==> src/design/msched_pkg.sv <==
// Shared types, codes and helpers for the multilevel process scheduler.
// No dependencies.
`timescale 1ns / 1ps
`default_nettype none
package msched_pkg;

  localparam int TABLE_SLOTS = 16;
  localparam int IDX_W       = $clog2(TABLE_SLOTS);
  localparam int CNT_W       = $clog2(TABLE_SLOTS + 1);

  // operation codes
  localparam logic [4:0] F_CREATE  = 5'd0;
  localparam logic [4:0] F_BLOCK   = 5'd1;
  localparam logic [4:0] F_WAKEUP  = 5'd2;
  localparam logic [4:0] F_SUSPEND = 5'd3;
  localparam logic [4:0] F_RESUME  = 5'd4;
  localparam logic [4:0] F_RENICE  = 5'd5;
  localparam logic [4:0] F_SWAPOUT = 5'd6;
  localparam logic [4:0] F_PICK    = 5'd7;
  localparam logic [4:0] F_UNQUEUE = 5'd8;
  localparam logic [4:0] F_ENQUEUE = 5'd9;
  localparam logic [4:0] F_DEMOTE  = 5'd10;
  localparam logic [4:0] F_RUN     = 5'd11;
  localparam logic [4:0] F_READY   = 5'd12;
  localparam logic [4:0] F_TERM    = 5'd13;
  localparam logic [4:0] F_TICK    = 5'd14;
  localparam logic [4:0] F_SETMEM  = 5'd15;
  localparam logic [4:0] F_QUERY   = 5'd16;

  // status codes
  localparam logic [2:0] ST_OK     = 3'd0;
  localparam logic [2:0] ST_BADARG = 3'd1;
  localparam logic [2:0] ST_DENIED = 3'd2;
  localparam logic [2:0] ST_WRONG  = 3'd3;
  localparam logic [2:0] ST_FULL   = 3'd4;
  localparam logic [2:0] ST_NONE   = 3'd5;

  // process states
  localparam logic [2:0] PS_READY      = 3'd0;
  localparam logic [2:0] PS_RUNNING    = 3'd1;
  localparam logic [2:0] PS_BLOCKED    = 3'd2;
  localparam logic [2:0] PS_SUSP_READY = 3'd3;
  localparam logic [2:0] PS_SUSP_BLK   = 3'd4;
  localparam logic [2:0] PS_SWAPPED    = 3'd5;
  localparam logic [2:0] PS_TERMINATED = 3'd6;

  localparam logic [1:0] LAST_LEVEL = 2'd2;

  // configuration register indexes
  localparam int CFG_IDX_W = 3;
  localparam logic [CFG_IDX_W-1:0] CFG_SLICE0   = 3'd0;
  localparam logic [CFG_IDX_W-1:0] CFG_SLICE1   = 3'd1;
  localparam logic [CFG_IDX_W-1:0] CFG_SLICE2   = 3'd2;
  localparam logic [CFG_IDX_W-1:0] CFG_L1_FIRST = 3'd3;
  localparam logic [CFG_IDX_W-1:0] CFG_L2_FIRST = 3'd4;

  typedef struct packed {
    logic [7:0] slice0;
    logic [7:0] slice1;
    logic [7:0] slice2;
    logic [3:0] l1_first;
    logic [3:0] l2_first;
  } cfg_t;

  typedef struct packed {
    logic [4:0]  func;
    logic [7:0]  owner;
    logic [15:0] target_pid;
    logic [15:0] parent_pid;
    logic [4:0]  new_priority;
    logic [15:0] total_ticks;
    logic [15:0] mem_kilobytes;
    logic [15:0] mem_base;
    logic [7:0]  tick_count;
  } req_t;

  // one table entry
  typedef struct packed {
    logic [15:0] pid;
    logic [7:0]  owner;
    logic [2:0]  pstate;
    logic [3:0]  prio;
    logic [1:0]  level;
    logic [15:0] run_done;
    logic [15:0] run_left;
    logic [7:0]  slice;
    logic [15:0] mem_start;
    logic [15:0] mem_size;
    logic        swapped;
    logic [1:0]  queue_at;
    logic [31:0] order;
  } rec_t;

  typedef struct packed {
    logic [2:0]  status;
    logic [15:0] pid;
    logic [2:0]  pstate;
    logic [3:0]  prio;
    logic [1:0]  level;
    logic [15:0] run_done;
    logic [15:0] run_left;
    logic [7:0]  slice;
    logic [15:0] mem_start;
    logic [15:0] mem_size;
    logic        swapped;
  } res_t;

  function automatic logic [1:0] level_for(logic [3:0] prio, cfg_t c);
    logic [1:0] l;
    if (prio < c.l1_first) l = 2'd0;
    else if (prio < c.l2_first) l = 2'd1;
    else l = 2'd2;
    return l;
  endfunction

  function automatic logic [7:0] slice_for(logic [1:0] lvl, cfg_t c);
    logic [7:0] s;
    if (lvl == 2'd0) s = c.slice0;
    else if (lvl == 2'd1) s = c.slice1;
    else s = c.slice2;
    return s;
  endfunction

endpackage
`default_nettype wire

==> src/design/msched_ram.sv <==
// Generic single-port-write, single-port-read RAM, registered read data.
// No dependencies.
`timescale 1ns / 1ps
`default_nettype none
module msched_ram #(
  parameter int DEPTH = 16,
  parameter int DW    = 8,
  parameter int AW    = $clog2(DEPTH)
) (
  input  wire logic          clk,
  input  wire logic          we,
  input  wire logic [AW-1:0] waddr,
  input  wire logic [DW-1:0] wdata,
  input  wire logic          re,
  input  wire logic [AW-1:0] raddr,
  output logic      [DW-1:0] rdata
);

  logic [DW-1:0] mem [DEPTH];

  always_ff @(posedge clk) begin
    if (we) mem[waddr] <= wdata;
  end

  always_ff @(posedge clk) begin
    if (re) rdata <= mem[raddr];
  end

endmodule
`default_nettype wire

==> src/design/msched_ctrl.sv <==
// Sequencer: table scans, pick, read-modify-write of one entry per request.
// Depends on msched_pkg and msched_ram.
`timescale 1ns / 1ps
`default_nettype none
module msched_ctrl (
  input  wire logic              clk,
  input  wire logic              rst_n,
  input  wire msched_pkg::cfg_t  cfg,
  input  wire logic              req_vld,
  input  wire msched_pkg::req_t  req,
  output logic                   idle,
  output logic                   res_vld,
  output msched_pkg::res_t       res,
  input  wire logic              res_ready
);

  localparam int IW = msched_pkg::IDX_W;
  localparam int CW = msched_pkg::CNT_W;
  localparam int N  = msched_pkg::TABLE_SLOTS;

  localparam logic [2:0] S_IDLE  = 3'd0;
  localparam logic [2:0] S_LOOK  = 3'd1;
  localparam logic [2:0] S_PA    = 3'd2;
  localparam logic [2:0] S_PB    = 3'd3;
  localparam logic [2:0] S_FETCH = 3'd4;
  localparam logic [2:0] S_EXEC  = 3'd5;
  localparam logic [2:0] S_OUT   = 3'd6;

  logic [2:0]              st_r, st_nxt;
  msched_pkg::req_t        op_r, op_nxt;
  logic [IW-1:0]           idx_r, idx_nxt;
  logic [CW-1:0]           scan_r, scan_nxt;
  logic                    chk_vld_r, chk_vld_nxt;
  logic [IW-1:0]           chk_idx_r, chk_idx_nxt;
  logic                    own_chk_r, own_chk_nxt;
  logic [1:0]              lvl_r, lvl_nxt;
  logic                    best_vld_r, best_vld_nxt;
  logic [IW-1:0]           best_idx_r, best_idx_nxt;
  logic [31:0]             best_age_r, best_age_nxt;
  logic [CW-1:0]           cnt_r, cnt_nxt;
  logic [15:0]             pid_ctr_r, pid_ctr_nxt;
  logic [31:0]             ord_r, ord_nxt;
  logic [N-1:0]            queued_r, queued_nxt;
  msched_pkg::res_t        res_r, res_nxt;

  logic                    re, we;
  logic [IW-1:0]           raddr;
  msched_pkg::rec_t        rd, wr;

  logic                    scan_done, alloc_full, elig, stale, newer, match;
  logic [31:0]             age;
  logic [15:0]             key, tick_n;
  logic [2:0]              stat;
  logic                    enq, deq;

  msched_ram #(
    .DEPTH (N),
    .DW    ($bits(msched_pkg::rec_t)),
    .AW    (IW)
  ) u_ram (
    .clk   (clk),
    .we    (we),
    .waddr (idx_r),
    .wdata (wr),
    .re    (re),
    .raddr (raddr),
    .rdata (rd)
  );

  function automatic msched_pkg::res_t fail_res(logic [2:0] s, msched_pkg::req_t q);
    msched_pkg::res_t f;
    f = '0;
    f.status = s;
    if (q.func != msched_pkg::F_CREATE && q.func != msched_pkg::F_PICK) f.pid = q.target_pid;
    return f;
  endfunction

  assign idle    = (st_r == S_IDLE);
  assign res_vld = (st_r == S_OUT);
  assign res     = res_r;

  assign scan_done  = !chk_vld_r && (scan_r >= cnt_r);
  assign alloc_full = (cnt_r == CW'(N)) || (pid_ctr_r == 16'd0);
  assign key        = (op_r.func == msched_pkg::F_CREATE) ? op_r.parent_pid : op_r.target_pid;
  assign match      = chk_vld_r && (rd.pid == key);
  assign age        = ord_r - rd.order;
  assign elig       = chk_vld_r && queued_r[chk_idx_r] && (rd.queue_at == lvl_r);
  assign stale      = (rd.pstate != msched_pkg::PS_READY) || rd.swapped;
  assign newer      = !best_vld_r || (age > best_age_r);
  assign tick_n     = ({8'd0, op_r.tick_count} < rd.run_left) ? {8'd0, op_r.tick_count}
                                                             : rd.run_left;

  always_comb begin
    st_nxt       = st_r;
    op_nxt       = op_r;
    idx_nxt      = idx_r;
    scan_nxt     = scan_r;
    chk_vld_nxt  = 1'b0;
    chk_idx_nxt  = chk_idx_r;
    own_chk_nxt  = own_chk_r;
    lvl_nxt      = lvl_r;
    best_vld_nxt = best_vld_r;
    best_idx_nxt = best_idx_r;
    best_age_nxt = best_age_r;
    cnt_nxt      = cnt_r;
    pid_ctr_nxt  = pid_ctr_r;
    ord_nxt      = ord_r;
    queued_nxt   = queued_r;
    res_nxt      = res_r;
    re           = 1'b0;
    we           = 1'b0;
    raddr        = scan_r[IW-1:0];
    wr           = rd;
    stat         = msched_pkg::ST_OK;
    enq          = 1'b0;
    deq          = 1'b0;

    // pipelined table walk shared by lookup and pick passes
    if (st_r == S_LOOK || st_r == S_PA || st_r == S_PB) begin
      if (scan_r < cnt_r) begin
        re          = 1'b1;
        chk_vld_nxt = 1'b1;
        chk_idx_nxt = scan_r[IW-1:0];
        scan_nxt    = scan_r + CW'(1);
      end
    end

    unique case (st_r)
      S_IDLE: begin
        if (req_vld) begin
          op_nxt      = req;
          scan_nxt    = '0;
          own_chk_nxt = 1'b1;
          unique case (req.func)
            msched_pkg::F_CREATE: begin
              if (req.owner == 8'd0 || req.mem_kilobytes == 16'd0 || req.new_priority[4]
                  || req.total_ticks == 16'd0) begin
                res_nxt = fail_res(msched_pkg::ST_BADARG, req);
                st_nxt  = S_OUT;
              end else if (req.parent_pid != 16'd0) begin
                st_nxt = S_LOOK;
              end else if (alloc_full) begin
                res_nxt = fail_res(msched_pkg::ST_FULL, req);
                st_nxt  = S_OUT;
              end else begin
                idx_nxt = cnt_r[IW-1:0];
                st_nxt  = S_FETCH;
              end
            end
            msched_pkg::F_BLOCK, msched_pkg::F_WAKEUP, msched_pkg::F_SUSPEND,
            msched_pkg::F_RESUME, msched_pkg::F_SWAPOUT: st_nxt = S_LOOK;
            msched_pkg::F_RENICE: begin
              if (req.new_priority[4]) begin
                res_nxt = fail_res(msched_pkg::ST_BADARG, req);
                st_nxt  = S_OUT;
              end else begin
                st_nxt = S_LOOK;
              end
            end
            msched_pkg::F_PICK: begin
              lvl_nxt      = 2'd0;
              best_vld_nxt = 1'b0;
              st_nxt       = S_PA;
            end
            msched_pkg::F_TICK: begin
              own_chk_nxt = 1'b0;
              if (req.tick_count == 8'd0) begin
                res_nxt = fail_res(msched_pkg::ST_BADARG, req);
                st_nxt  = S_OUT;
              end else begin
                st_nxt = S_LOOK;
              end
            end
            msched_pkg::F_UNQUEUE, msched_pkg::F_ENQUEUE, msched_pkg::F_DEMOTE,
            msched_pkg::F_RUN, msched_pkg::F_READY, msched_pkg::F_TERM,
            msched_pkg::F_SETMEM, msched_pkg::F_QUERY: begin
              own_chk_nxt = 1'b0;
              st_nxt      = S_LOOK;
            end
            default: begin
              res_nxt = fail_res(msched_pkg::ST_BADARG, req);
              st_nxt  = S_OUT;
            end
          endcase
        end
      end

      S_LOOK: begin
        if (match) begin
          if (own_chk_r && rd.owner != op_r.owner) begin
            res_nxt = fail_res(msched_pkg::ST_DENIED, op_r);
            st_nxt  = S_OUT;
          end else if (op_r.func == msched_pkg::F_CREATE) begin
            if (alloc_full) begin
              res_nxt = fail_res(msched_pkg::ST_FULL, op_r);
              st_nxt  = S_OUT;
            end else begin
              idx_nxt = cnt_r[IW-1:0];
              st_nxt  = S_FETCH;
            end
          end else begin
            idx_nxt = chk_idx_r;
            st_nxt  = S_FETCH;
          end
        end else if (scan_done) begin
          res_nxt = fail_res(msched_pkg::ST_DENIED, op_r);
          st_nxt  = S_OUT;
        end
      end

      // pass A: oldest live entry owned by the requester on this level
      S_PA: begin
        if (elig && !stale && rd.owner == op_r.owner && newer) begin
          best_vld_nxt = 1'b1;
          best_idx_nxt = chk_idx_r;
          best_age_nxt = age;
        end
        if (scan_done) begin
          scan_nxt = '0;
          st_nxt   = S_PB;
        end
      end

      // pass B: drop stale entries older than the choice
      S_PB: begin
        if (elig && stale && newer) queued_nxt[chk_idx_r] = 1'b0;
        if (scan_done) begin
          if (best_vld_r) begin
            queued_nxt[best_idx_r] = 1'b0;
            idx_nxt                = best_idx_r;
            st_nxt                 = S_FETCH;
          end else if (lvl_r == msched_pkg::LAST_LEVEL) begin
            res_nxt = fail_res(msched_pkg::ST_NONE, op_r);
            st_nxt  = S_OUT;
          end else begin
            lvl_nxt  = lvl_r + 2'd1;
            scan_nxt = '0;
            st_nxt   = S_PA;
          end
        end
      end

      S_FETCH: begin
        re     = 1'b1;
        raddr  = idx_r;
        st_nxt = S_EXEC;
      end

      S_EXEC: begin
        unique case (op_r.func)
          msched_pkg::F_CREATE: begin
            wr.pid       = pid_ctr_r;
            wr.owner     = op_r.owner;
            wr.pstate    = msched_pkg::PS_READY;
            wr.prio      = op_r.new_priority[3:0];
            wr.level     = msched_pkg::level_for(op_r.new_priority[3:0], cfg);
            wr.run_done  = '0;
            wr.run_left  = op_r.total_ticks;
            wr.slice     = msched_pkg::slice_for(wr.level, cfg);
            wr.mem_start = op_r.mem_base;
            wr.mem_size  = op_r.mem_kilobytes;
            wr.swapped   = 1'b0;
            enq          = 1'b1;
          end
          msched_pkg::F_BLOCK: begin
            if (rd.pstate != msched_pkg::PS_READY && rd.pstate != msched_pkg::PS_RUNNING) begin
              stat = msched_pkg::ST_WRONG;
            end else begin
              deq       = 1'b1;
              wr.pstate = msched_pkg::PS_BLOCKED;
            end
          end
          msched_pkg::F_WAKEUP: begin
            if (rd.pstate != msched_pkg::PS_BLOCKED) begin
              stat = msched_pkg::ST_WRONG;
            end else begin
              wr.pstate = msched_pkg::PS_READY;
              enq       = 1'b1;
            end
          end
          msched_pkg::F_SUSPEND: begin
            if (rd.pstate == msched_pkg::PS_READY || rd.pstate == msched_pkg::PS_RUNNING) begin
              deq       = 1'b1;
              wr.pstate = msched_pkg::PS_SUSP_READY;
            end else if (rd.pstate == msched_pkg::PS_BLOCKED) begin
              wr.pstate = msched_pkg::PS_SUSP_BLK;
            end else begin
              stat = msched_pkg::ST_WRONG;
            end
          end
          msched_pkg::F_RESUME: begin
            if (rd.pstate == msched_pkg::PS_SUSP_READY) begin
              wr.pstate = msched_pkg::PS_READY;
              enq       = 1'b1;
            end else if (rd.pstate == msched_pkg::PS_SUSP_BLK) begin
              wr.pstate = msched_pkg::PS_BLOCKED;
            end else begin
              stat = msched_pkg::ST_WRONG;
            end
          end
          msched_pkg::F_RENICE: begin
            deq      = (rd.pstate == msched_pkg::PS_READY);
            wr.prio  = op_r.new_priority[3:0];
            wr.level = msched_pkg::level_for(op_r.new_priority[3:0], cfg);
            wr.slice = msched_pkg::slice_for(wr.level, cfg);
            enq      = 1'b1;
          end
          msched_pkg::F_SWAPOUT: begin
            if (rd.swapped || rd.pstate == msched_pkg::PS_SWAPPED) begin
              stat = msched_pkg::ST_WRONG;
            end else begin
              deq          = 1'b1;
              wr.mem_start = '0;
              wr.swapped   = 1'b1;
              wr.pstate    = msched_pkg::PS_SWAPPED;
            end
          end
          msched_pkg::F_PICK: ;
          msched_pkg::F_UNQUEUE: begin
            if (!queued_r[idx_r]) stat = msched_pkg::ST_WRONG;
            else deq = 1'b1;
          end
          msched_pkg::F_ENQUEUE: begin
            if (stale) stat = msched_pkg::ST_WRONG;
            else enq = 1'b1;
          end
          msched_pkg::F_DEMOTE: begin
            if (rd.level < msched_pkg::LAST_LEVEL) wr.level = rd.level + 2'd1;
            wr.slice = msched_pkg::slice_for(wr.level, cfg);
          end
          msched_pkg::F_RUN: begin
            if (stale) begin
              stat = msched_pkg::ST_WRONG;
            end else begin
              deq       = 1'b1;
              wr.pstate = msched_pkg::PS_RUNNING;
              if (rd.slice == 8'd0) wr.slice = msched_pkg::slice_for(rd.level, cfg);
            end
          end
          msched_pkg::F_READY: begin
            if (rd.pstate == msched_pkg::PS_TERMINATED || rd.pstate == msched_pkg::PS_SWAPPED
                || rd.swapped) begin
              stat = msched_pkg::ST_WRONG;
            end else begin
              wr.pstate = msched_pkg::PS_READY;
              if (rd.slice == 8'd0) wr.slice = msched_pkg::slice_for(rd.level, cfg);
            end
          end
          msched_pkg::F_TERM: begin
            deq       = 1'b1;
            wr.pstate = msched_pkg::PS_TERMINATED;
          end
          msched_pkg::F_TICK: begin
            if (rd.pstate != msched_pkg::PS_RUNNING) begin
              stat = msched_pkg::ST_WRONG;
            end else begin
              wr.run_done = rd.run_done + tick_n;
              wr.run_left = rd.run_left - tick_n;
              wr.slice    = ({8'd0, rd.slice} > tick_n) ? 8'(rd.slice - tick_n[7:0]) : 8'd0;
            end
          end
          msched_pkg::F_SETMEM: wr.mem_start = op_r.mem_base;
          default: ;
        endcase

        if (stat == msched_pkg::ST_OK) begin
          if (op_r.func == msched_pkg::F_CREATE) begin
            cnt_nxt     = cnt_r + CW'(1);
            pid_ctr_nxt = pid_ctr_r + 16'd1;
          end
          if (deq) queued_nxt[idx_r] = 1'b0;
          if (enq && wr.pstate == msched_pkg::PS_READY) begin
            queued_nxt[idx_r] = 1'b1;
            wr.queue_at       = wr.level;
            wr.order          = ord_r;
            ord_nxt           = ord_r + 32'd1;
          end
          we                = 1'b1;
          res_nxt.status    = msched_pkg::ST_OK;
          res_nxt.pid       = wr.pid;
          res_nxt.pstate    = wr.pstate;
          res_nxt.prio      = wr.prio;
          res_nxt.level     = wr.level;
          res_nxt.run_done  = wr.run_done;
          res_nxt.run_left  = wr.run_left;
          res_nxt.slice     = wr.slice;
          res_nxt.mem_start = wr.mem_start;
          res_nxt.mem_size  = wr.mem_size;
          res_nxt.swapped   = wr.swapped;
        end else begin
          res_nxt = fail_res(stat, op_r);
        end
        st_nxt = S_OUT;
      end

      S_OUT: begin
        if (res_ready) st_nxt = S_IDLE;
      end

      default: st_nxt = S_IDLE;
    endcase
  end

  always_ff @(posedge clk) begin
    if (!rst_n) begin
      st_r       <= S_IDLE;
      chk_vld_r  <= 1'b0;
      cnt_r      <= '0;
      pid_ctr_r  <= 16'd1;
      ord_r      <= '0;
      queued_r   <= '0;
      best_vld_r <= 1'b0;
    end else begin
      st_r       <= st_nxt;
      chk_vld_r  <= chk_vld_nxt;
      cnt_r      <= cnt_nxt;
      pid_ctr_r  <= pid_ctr_nxt;
      ord_r      <= ord_nxt;
      queued_r   <= queued_nxt;
      best_vld_r <= best_vld_nxt;
    end
  end

  always_ff @(posedge clk) begin
    op_r       <= op_nxt;
    idx_r      <= idx_nxt;
    scan_r     <= scan_nxt;
    chk_idx_r  <= chk_idx_nxt;
    own_chk_r  <= own_chk_nxt;
    lvl_r      <= lvl_nxt;
    best_idx_r <= best_idx_nxt;
    best_age_r <= best_age_nxt;
    res_r      <= res_nxt;
  end

endmodule
`default_nettype wire

==> src/design/multilevel_process_scheduler_core.sv <==
// Top level of the multilevel process scheduler: ports, config registers, result register.
// Depends on msched_pkg and msched_ctrl.
`timescale 1ns / 1ps
`default_nettype none
// Usage:
//   in_*  : one request per accept (in_valid high, in_stall low). Each request
//           carries one scheduler operation selected by in_func.
//   out_* : exactly one result per request, in order, held while out_stall.
//   cfg_* : register writes (index, data); cfg_ready is always high. Write only
//           while no request is in flight.
// Request flow (N = table slots in use, at most 16):
//   bad-argument rejects and create without parent need no table walk.
//   pid lookups: one table walk over the N entries in use through the
//   entry RAM (one read per cycle, registered data).
//   pick: two walks (pass A, pass B) per level tried, up to three levels.
//   One request at a time.
// A new request is taken while a finished result still waits in the output
// register; the next result waits internally until that register frees up.
// Reset: empty table, pid counter at 1, config registers at their defaults.
module multilevel_process_scheduler_core (
  input  wire logic        clk,
  input  wire logic        rst_n,

  input  wire logic        in_valid,
  output logic             in_stall,
  input  wire logic [4:0]  in_func,
  input  wire logic [7:0]  in_owner_id,
  input  wire logic [15:0] in_target_pid,
  input  wire logic [15:0] in_parent_pid,
  input  wire logic [4:0]  in_new_priority,
  input  wire logic [15:0] in_total_ticks,
  input  wire logic [15:0] in_mem_kilobytes,
  input  wire logic [15:0] in_mem_base,
  input  wire logic [7:0]  in_tick_count,

  output logic             out_valid,
  input  wire logic        out_stall,
  output logic [2:0]       out_status,
  output logic [15:0]      out_result_pid,
  output logic [2:0]       out_proc_state,
  output logic [3:0]       out_proc_priority,
  output logic [1:0]       out_queue_level,
  output logic [15:0]      out_run_done,
  output logic [15:0]      out_run_left,
  output logic [7:0]       out_slice_remaining,
  output logic [15:0]      out_mem_start_out,
  output logic [15:0]      out_mem_size_out,
  output logic             out_is_swapped,

  input  wire logic        cfg_valid,
  output logic             cfg_ready,
  input  wire logic [msched_pkg::CFG_IDX_W-1:0] cfg_index,
  input  wire logic [7:0]  cfg_data
);

  msched_pkg::cfg_t cfg_r, cfg_nxt;
  msched_pkg::req_t req;
  msched_pkg::res_t res, out_r;
  logic             out_valid_r;
  logic             idle, res_vld, res_take;

  // config port never pushes back
  assign cfg_ready = 1'b1;

  always_comb begin
    cfg_nxt = cfg_r;
    if (cfg_valid) begin
      unique case (cfg_index)
        msched_pkg::CFG_SLICE0:   cfg_nxt.slice0   = cfg_data;
        msched_pkg::CFG_SLICE1:   cfg_nxt.slice1   = cfg_data;
        msched_pkg::CFG_SLICE2:   cfg_nxt.slice2   = cfg_data;
        msched_pkg::CFG_L1_FIRST: cfg_nxt.l1_first = cfg_data[3:0];
        msched_pkg::CFG_L2_FIRST: cfg_nxt.l2_first = cfg_data[3:0];
        default: ;  // unmapped index, ignored
      endcase
    end
  end

  always_ff @(posedge clk) begin
    if (!rst_n) begin
      cfg_r.slice0   <= 8'd2;
      cfg_r.slice1   <= 8'd4;
      cfg_r.slice2   <= 8'd8;
      cfg_r.l1_first <= 4'd4;
      cfg_r.l2_first <= 4'd8;
    end else begin
      cfg_r <= cfg_nxt;
    end
  end

  assign req.func          = in_func;
  assign req.owner         = in_owner_id;
  assign req.target_pid    = in_target_pid;
  assign req.parent_pid    = in_parent_pid;
  assign req.new_priority  = in_new_priority;
  assign req.total_ticks   = in_total_ticks;
  assign req.mem_kilobytes = in_mem_kilobytes;
  assign req.mem_base      = in_mem_base;
  assign req.tick_count    = in_tick_count;

  // sequencer takes one request at a time
  assign in_stall = !idle;

  msched_ctrl u_ctrl (
    .clk       (clk),
    .rst_n     (rst_n),
    .cfg       (cfg_r),
    .req_vld   (in_valid && !in_stall),
    .req       (req),
    .idle      (idle),
    .res_vld   (res_vld),
    .res       (res),
    .res_ready (res_take)
  );

  // output register: free when empty or being drained this cycle
  assign res_take = !out_valid_r || !out_stall;

  always_ff @(posedge clk) begin
    if (!rst_n) begin
      out_valid_r <= 1'b0;
    end else if (res_vld && res_take) begin
      out_valid_r <= 1'b1;
    end else if (!out_stall) begin
      out_valid_r <= 1'b0;
    end
  end

  always_ff @(posedge clk) begin
    if (res_vld && res_take) out_r <= res;
  end

  assign out_valid           = out_valid_r;
  assign out_status          = out_r.status;
  assign out_result_pid      = out_r.pid;
  assign out_proc_state      = out_r.pstate;
  assign out_proc_priority   = out_r.prio;
  assign out_queue_level     = out_r.level;
  assign out_run_done        = out_r.run_done;
  assign out_run_left        = out_r.run_left;
  assign out_slice_remaining = out_r.slice;
  assign out_mem_start_out   = out_r.mem_start;
  assign out_mem_size_out    = out_r.mem_size;
  assign out_is_swapped      = out_r.swapped;

endmodule
`default_nettype wire

==> config.mk <==
export PLATFORM = sky130hd
export DESIGN_NAME = multilevel_process_scheduler_core
export DESIGN_NICKNAME = d
export VERILOG_FILES = /design/src/design/msched_pkg.sv /design/src/design/msched_ram.sv /design/src/design/msched_ctrl.sv /design/src/design/multilevel_process_scheduler_core.sv
export SDC_FILE = /design/constraint.sdc
export NUM_CORES = 2
export LEC_CHECK = 0
export BUFFER_PORTS_ARGS = -buffer_cell sky130_fd_sc_hd__buf_2
export CAP_MARGIN = 20
export CELL_PAD_IN_SITES_DETAIL_PLACEMENT = 1
export CELL_PAD_IN_SITES_GLOBAL_PLACEMENT = 1
export CORE_ASPECT_RATIO = 1.2
export CORE_UTILIZATION = 30
export CTS_BUF_LIST = sky130_fd_sc_hd__clkbuf_4 sky130_fd_sc_hd__clkbuf_8 sky130_fd_sc_hd__clkbuf_16
export DETAILED_ROUTE_END_ITERATION = 16
export PLACE_DENSITY = 0.55
export RECOVER_POWER = 100
export SYNTH_ARGS = -nofsm -noshare
export SYNTH_HDL_FRONTEND = slang
export SYNTH_HIERARCHICAL = 1
export SYNTH_SLANG_ARGS = --single-unit
==> constraint.sdc <==
create_clock -name clk -period 18.8 [get_ports clk]
set_input_delay 1.88 -clock clk [delete_from_list [all_inputs] [get_ports clk]]
set_output_delay 1.88 -clock clk [all_outputs]
set_load 0.02 [all_outputs]
### After elaboration in Yosys (flattened, before gate mapping)

Memory sizes are Yosys's and may differ from the RTL's. A register that Yosys moved wholly into a read port is not among the register bits.
Cells that the tools add are included.

| word-level totals | value |
|---|---|
| register bits after elaboration | 466 |
| memory bits (writable) | 2,240 |
| input bits | 122 |
| word-level logic and storage cells | 422 |
| memories | 1 |

| cells by class | value |
|---|---|
| add/subtract/negate cells | 10 |
| order comparisons | 14 |
| equal/unequal tests | 85 |
| mux-type cells | 168 |
| bitwise logic cells | 7 |
| reduce and logical (&&, ||, !) cells | 86 |

Memory list:

| name | words | width | rd ports | clocked after memory_dff | wr ports | line | source |
|---|---|---|---|---|---|---|---|
| u_ctrl.u_ram.mem | 16 | 140 | 1 | 1 | 1 | msched_ram.sv:19 | `logic [DW-1:0] mem [DEPTH];` |

Operator list:

| cell | number |
|---|---|
| $mux W101 | 15 |
| $pmux W101 S4 | 2 |
| $mux W16 | 15 |
| $mux W140 | 1 |
| $mux W8 | 12 |
| $eq A5 B4 Y1 const B | 16 |
| $mux W3 | 26 |
| $mux W34 | 2 |
| $pmux W16 S2 | 2 |
| $pmux W32 S2 | 1 |
| $pmux W3 S9 | 2 |
| $mux W2 | 25 |
| $and A16 B16 Y16 | 3 |
| $logic_not A16 Y1 | 3 |
| $mux W4 | 12 |
| $not A16 Y16 | 3 |
| $pmux W8 S6 | 1 |
| $mux W40 | 1 |
| $eq A5 B3 Y1 const B | 7 |
| $mux W5 | 7 |
| $add A32 B1 Y32 const B | 1 |
| $gt A32 B32 Y1 | 1 |
| $sub A32 B32 Y32 | 1 |
| $mux W1 | 28 |
| 71 further kinds | 183 |

### Longest topological paths before layout

| depth | value |
|---|---|
| word-level depth | 13 |
| gate-level depth with buffers | 23 |
| depth with buffers taken out | 22 |

### By module

Netlist, hierarchy kept.

By module, submodules not included:

| module | times used | cells each | area an instance (sq um) |
|---|---|---|---|
| msched_ram | 1 | 3,671 | 88,349.7 |
| msched_ctrl | 1 | 2,495 | 22,188.8 |
| multilevel_process_scheduler_core | 1 | 231 | 4,349.2 |

### Least setup slack after synthesis

Ideal clock, no wire load.

| timing | value |
|---|---|
| path kind | register to register |
| start | register u_ctrl.u_ram.rdata[113], read port of u_ctrl.u_ram.mem |
| end | memory u_ctrl/u_ram/mem[0][0] (netlist bit) (enable) |
| library setup time | 0.811 ns |
| data arrival time | 11.711 ns |
| path slack | 6.278 ns |
| stages on the path, launching flop included | 9 |
| period minus slack after synthesis | 12.522 ns |
| path through | edfxtp_1 or4_1 a32o_1 nor4_4 nand3_2 inv_2 buf_6 or3b_2 nor3_1 |

| between the ends | value |
|---|---|
| cells in the longest elaborated chain, start to end | 11 |
| elaborated cells on any way between the ends | 33 |

Ends and longest elaborated chain:

| element | line | source |
|---|---|---|
| from (decl) | msched_ram.sv:16 | `output logic [DW-1:0] rdata` |
| $eq A3 B3 Y1, on equally long branches | msched_ctrl.sv:341, msched_ctrl.sv:309 |  |
| $logic_or A1 B1 Y1 | msched_ctrl.sv:341 | `if (rd.pstate == msched_pkg::PS_TERMINATED \|\| rd.pstate == msched_pkg::PS_SWAPPED` |
| $logic_or A1 B1 Y1 | msched_ctrl.sv:342 | `\|\| rd.swapped) begin` |
| $mux W2 | msched_ctrl.sv:341 |  |
| $pmux W3 S9 (*) | msched_ctrl.sv:250 | `unique case (op_r.func)` |
| $mux W3 (*) | msched_ctrl.sv:128 | `unique case (st_r)` |
| $logic_not A3 Y1 (*) | msched_ctrl.sv:366 | `if (stat == msched_pkg::ST_OK) begin` |
| $mux W1 (*) | msched_ctrl.sv:366 |  |
| $mux W1 (*) | msched_ctrl.sv:128 |  |
| net u_ctrl.we | msched_ctrl.sv:46 | `logic re, we;` |
| $mux W1 (*) | msched_ram.sv:22 | `if (we) mem[waddr] <= wdata;` |
| $mux W1 (implied by the code) (*) | msched_ram.sv:22 |  |
| to (decl) | msched_ram.sv:19 |  |

The timed path passes the listed nets; every way through them passes the cells marked *. The select of a mux whose other input is x is not followed.

### Worst setup path in the final report

| timing | value |
|---|---|
| start | register u_ctrl/op_r[103] (netlist bit) |
| end | memory u_ctrl/u_ram/mem[11][35] (netlist bit) (enable) |

| between the ends | value |
|---|---|
| cells in the longest elaborated chain, start to end | 9 |
| elaborated cells on any way between the ends | 18 |

Ends and longest elaborated chain:

| element | line | source |
|---|---|---|
| from (decl) | msched_ctrl.sv:30 | `msched_pkg::req_t op_r, op_nxt;` |
| from (signal assigned) | msched_ctrl.sv:425 | `op_r <= op_nxt;` |
| $eq A5 B4 Y1 | msched_ctrl.sv:250 |  |
| $reduce_or A2 Y1 (no source line) | n/a |  |
| $pmux W3 S9 (*) | msched_ctrl.sv:250 |  |
| $mux W3 (*) | msched_ctrl.sv:128 |  |
| $logic_not A3 Y1 (*) | msched_ctrl.sv:366 |  |
| $mux W1 (*) | msched_ctrl.sv:366 |  |
| $mux W1 (*) | msched_ctrl.sv:128 |  |
| $mux W1 (*) | msched_ram.sv:22 |  |
| $mux W1 (implied by the code) (*) | msched_ram.sv:22 |  |

Mark *: on every way between the ends. The rest lies on a longest branch, timed or not. The select of a mux whose other input is x is not followed.

==> results.sh <==
export IMPL_synth_edf_count=2734
export IMPL_critPathBufInv=3
export IMPL_worstSetupPathType="flip-flop to flip-flop"
export IMPL_p_leak_uw=0.0414
export IMPL_final_area_mm2=0.132
export IMPL_cp_start_kind="flip-flop"
export IMPL_cts_made_buffers=307
export IMPL_setup_tns_ns=0
export IMPL_io_pins=226
export IMPL_cts_resized=0
export IMPL_path_cells="nor3b_1, nand3_1, a21oi_1, nor4_1, nand3_1, inv_1, nand3b_1, nor2_1, clkbuf_1, clkbuf_1"
export IMPL_overflow=0
export IMPL_yosys_cell_types_count=96
export IMPL_pwr_share_seq=0.463
export IMPL_min_path_type="flip-flop to flip-flop"
export IMPL_htreeDepth=5
export IMPL_max_stage_delay_ns=2.81
export IMPL_via_per_inst=5.20
export IMPL_power_net_switching_uw=5110
export IMPL_post_cts_buffers=0
export IMPL_rows=248
export IMPL_chipWidth_um=567
export IMPL_p_int_uw=12500
export IMPL_fp_dieH_um=680
export IMPL_postCtsHoldBufs=0
export IMPL_layout_commonest_cell="edfxtp_1"
export IMPL_dpl_cell_count=11516
export IMPL_outcome="finished with violations"
export IMPL_drcViolationCount=0
export IMPL_place_area_mm2=0.123
export IMPL_final_cell_mix="edfxtp_1 (2734), nand2_1 (556), mux4_2 (531)"
export IMPL_power_frac_clock=0.342
export IMPL_fin_nets=7083
export IMPL_clkTransAtPathRegs_ns=0.06
export IMPL_synth_ff_type="edfxtp_1"
export IMPL_clock_path_buffers=4
export IMPL_maxSlewViolCount=2777
export IMPL_worst_slew_pin_slew_ns=4.38
export IMPL_ys_seq_area_frac=0.734
export IMPL_crit_family="buffers and inverters"
export IMPL_ys_warn_count=6
export IMPL_grt_pass1_vias=66644
export IMPL_power_frac_comb=0.194
export IMPL_antenna_found_initial=20
export IMPL_cts_root_buf="clkbuf_16"
export IMPL_syn_instance_count=6397
export IMPL_cp_slowest_cell="clkbuf_1"
export IMPL_instances_no_fill=12089
export IMPL_core_area_mm2=0.381
export IMPL_syn_area_mm2=0.115
export IMPL_setup_viol=0
export IMPL_cp_max_fo=32
export IMPL_period_needed_ns=12.46
export IMPL_finalCritPeriodShare=0.663
export IMPL_clock_sinks=2846
export IMPL_worst_ep_required_time_ns=19.21
export IMPL_avgSynthCellArea_um2=18.0
export IMPL_cts_tree="built"
export IMPL_finalWirelength_um=353000
export IMPL_wl_per_cell_um=29.2
export IMPL_worstSkewPairLatency_ns=0.94
export IMPL_hpwl_um=206000
export IMPL_ir_drop_v=0.0000986
export IMPL_synth_async_reset_ratio=0
export IMPL_drv_cap=85
export IMPL_max_freq_ghz=0.0803
export IMPL_swShare=0.291
export IMPL_synth_seq_cells=2846
export IMPL_critPathCaptureType="flip-flop"
export IMPL_via_count=62822
export IMPL_layout_drive_gt1_share=0.180
export IMPL_hold_viol=0
export IMPL_die_area_mm2=0.385
export IMPL_power_density_mw_per_mm2=133
export IMPL_grt_pass1_wl_um=502000
export IMPL_final_antenna_net_count=0
export IMPL_rsz0062_at_grt="no"
export IMPL_violations="max-capacitance violations, max-slew violations"
export IMPL_finClkSkew_ns=0.0809
export IMPL_grt_usage=0.180
export IMPL_first_pass_iters=5
export IMPL_place_gp_congestion=0.845
export IMPL_synthToLayoutAreaGrowth_pct=14.8
export IMPL_start_util=0.302
export IMPL_grt_max_degree=112
export IMPL_portBuffers=224
export IMPL_worstPathArrival_ns=12.87
export IMPL_fillers=38149
export IMPL_slew_headroom=-1.92
export IMPL_first_iter_violations=5456
export IMPL_whs_ns=0.415
-- power by group through the flow --
stage               clock network [uW]  logic (uW)  registers [uW]
finish                            6020        3420            8150
floorplan                            0        2170            8160
CTS                               6170        3520            8110
global route                      6370        3700            8180
detailed placement                   0        3510            8230
global placement                     0        3440            8230
-- per-stage QoR --
stage	worst slack (ns)	utilization	total power, uW
final	6.34	0.346	17600
after global routing	5.84	0.346	18200
after CTS	11.90	0.349	17800
after detailed placement	11.95	0.323	11700
after global placement	11.84	0.322	11700
after floorplan	6.28	-	10300
-- registers in the layout, summed over array words and instances, names as in the netlist, 16 cells and up --
name	count
u_ctrl/u_ram/rdata	140
out_mem_size_out	16
u_ctrl/pid_ctr_r	16
out_run_left	16
cfg_r	32
u_ctrl/u_ram/mem	2240
u_ctrl/ord_r	32
u_ctrl/res	101
out_run_done	16
out_result_pid	16
u_ctrl/op_r	105
u_ctrl/best_age_r	32
u_ctrl/queued_r	16
out_mem_start_out	16
-- layout make-up --
| type | count | area, um^2 | share of cell area |
|---|---|---|---|
| tap | 5000 | 6260 | 0.0474 |
| clock inverter | 180 | 1620 | 0.0123 |
| multi-input combinational | 3087 | 28600 | 0.217 |
| sequential | 2846 | 84300 | 0.640 |
| antenna | 5 | 12.5 | 0.0000949 |
| timing repair buffer | 456 | 2210 | 0.0168 |
| inverter | 138 | 518 | 0.00393 |
| clock buffer | 377 | 8330 | 0.0632 |
-- cell usage after synthesis (112+ instances only) --
cell | count | share of area
nand2_1 | 557 | 0.018
buf_2 | 123 | 0.0054
o21ai_0 | 165 | 0.0072
inv_1 | 136 | 0.0044
clkbuf_1 | 146 | 0.0048
mux4_2 | 531 | 0.10
a22oi_1 | 267 | 0.017
ha_1 | 121 | 0.013
a21oi_1 | 191 | 0.0083
dfxtp_1 | 112 | 0.020
edfxtp_1 | 2734 | 0.71
nor2_1 | 223 | 0.0073
-- worst reg2reg max path: cells and delay by family, from the launching register on --
family,cells,cell delay (ns)
AO/OA/AOI/OAI,1,0.15
buffers and inverters,3,6.35
flip-flops,1,0.64
AND/OR/NAND/NOR,6,4.76
-- layer usage --
layer | up-vias | wire length, um | track usage
met1 | 34091 | 155000 | 0.241
met4 | 4 | 8920 | 0.0452
met2 | 1629 | 175000 | 0.309
met3 | 470 | 14800 | 0.0219
li1 | 26628 | - | -
met5 | - | 27 | 0
-- worst paths after layout --
kind | startpoint | end | slack (ns) | cells after the start
setup / recovery | u_ctrl/op_r[103] | u_ctrl/u_ram/mem[11][35] | 6.34 | 10
hold reg to reg | u_ctrl/res[99] | out_status[1] | 0.42 | 0
setup reg to reg | u_ctrl/op_r[103] | u_ctrl/u_ram/mem[11][35] | 6.34 | 10
hold / removal | u_ctrl/res[99] | out_status[1] | 0.42 | 0
-- kinds of logic after synthesis --
| group | synth area share |
|---|---|
| xor+xnor | 0.00839 |
| buf+inv | 0.0182 |
| simple gates | 0.0481 |
| mux | 0.122 |
| fa+ha+maj | 0.0140 |
| other cells | 0.0000654 |
| compound gates | 0.0552 |
| flops | 0.734 |
Power figures use the tool's default switching activity.
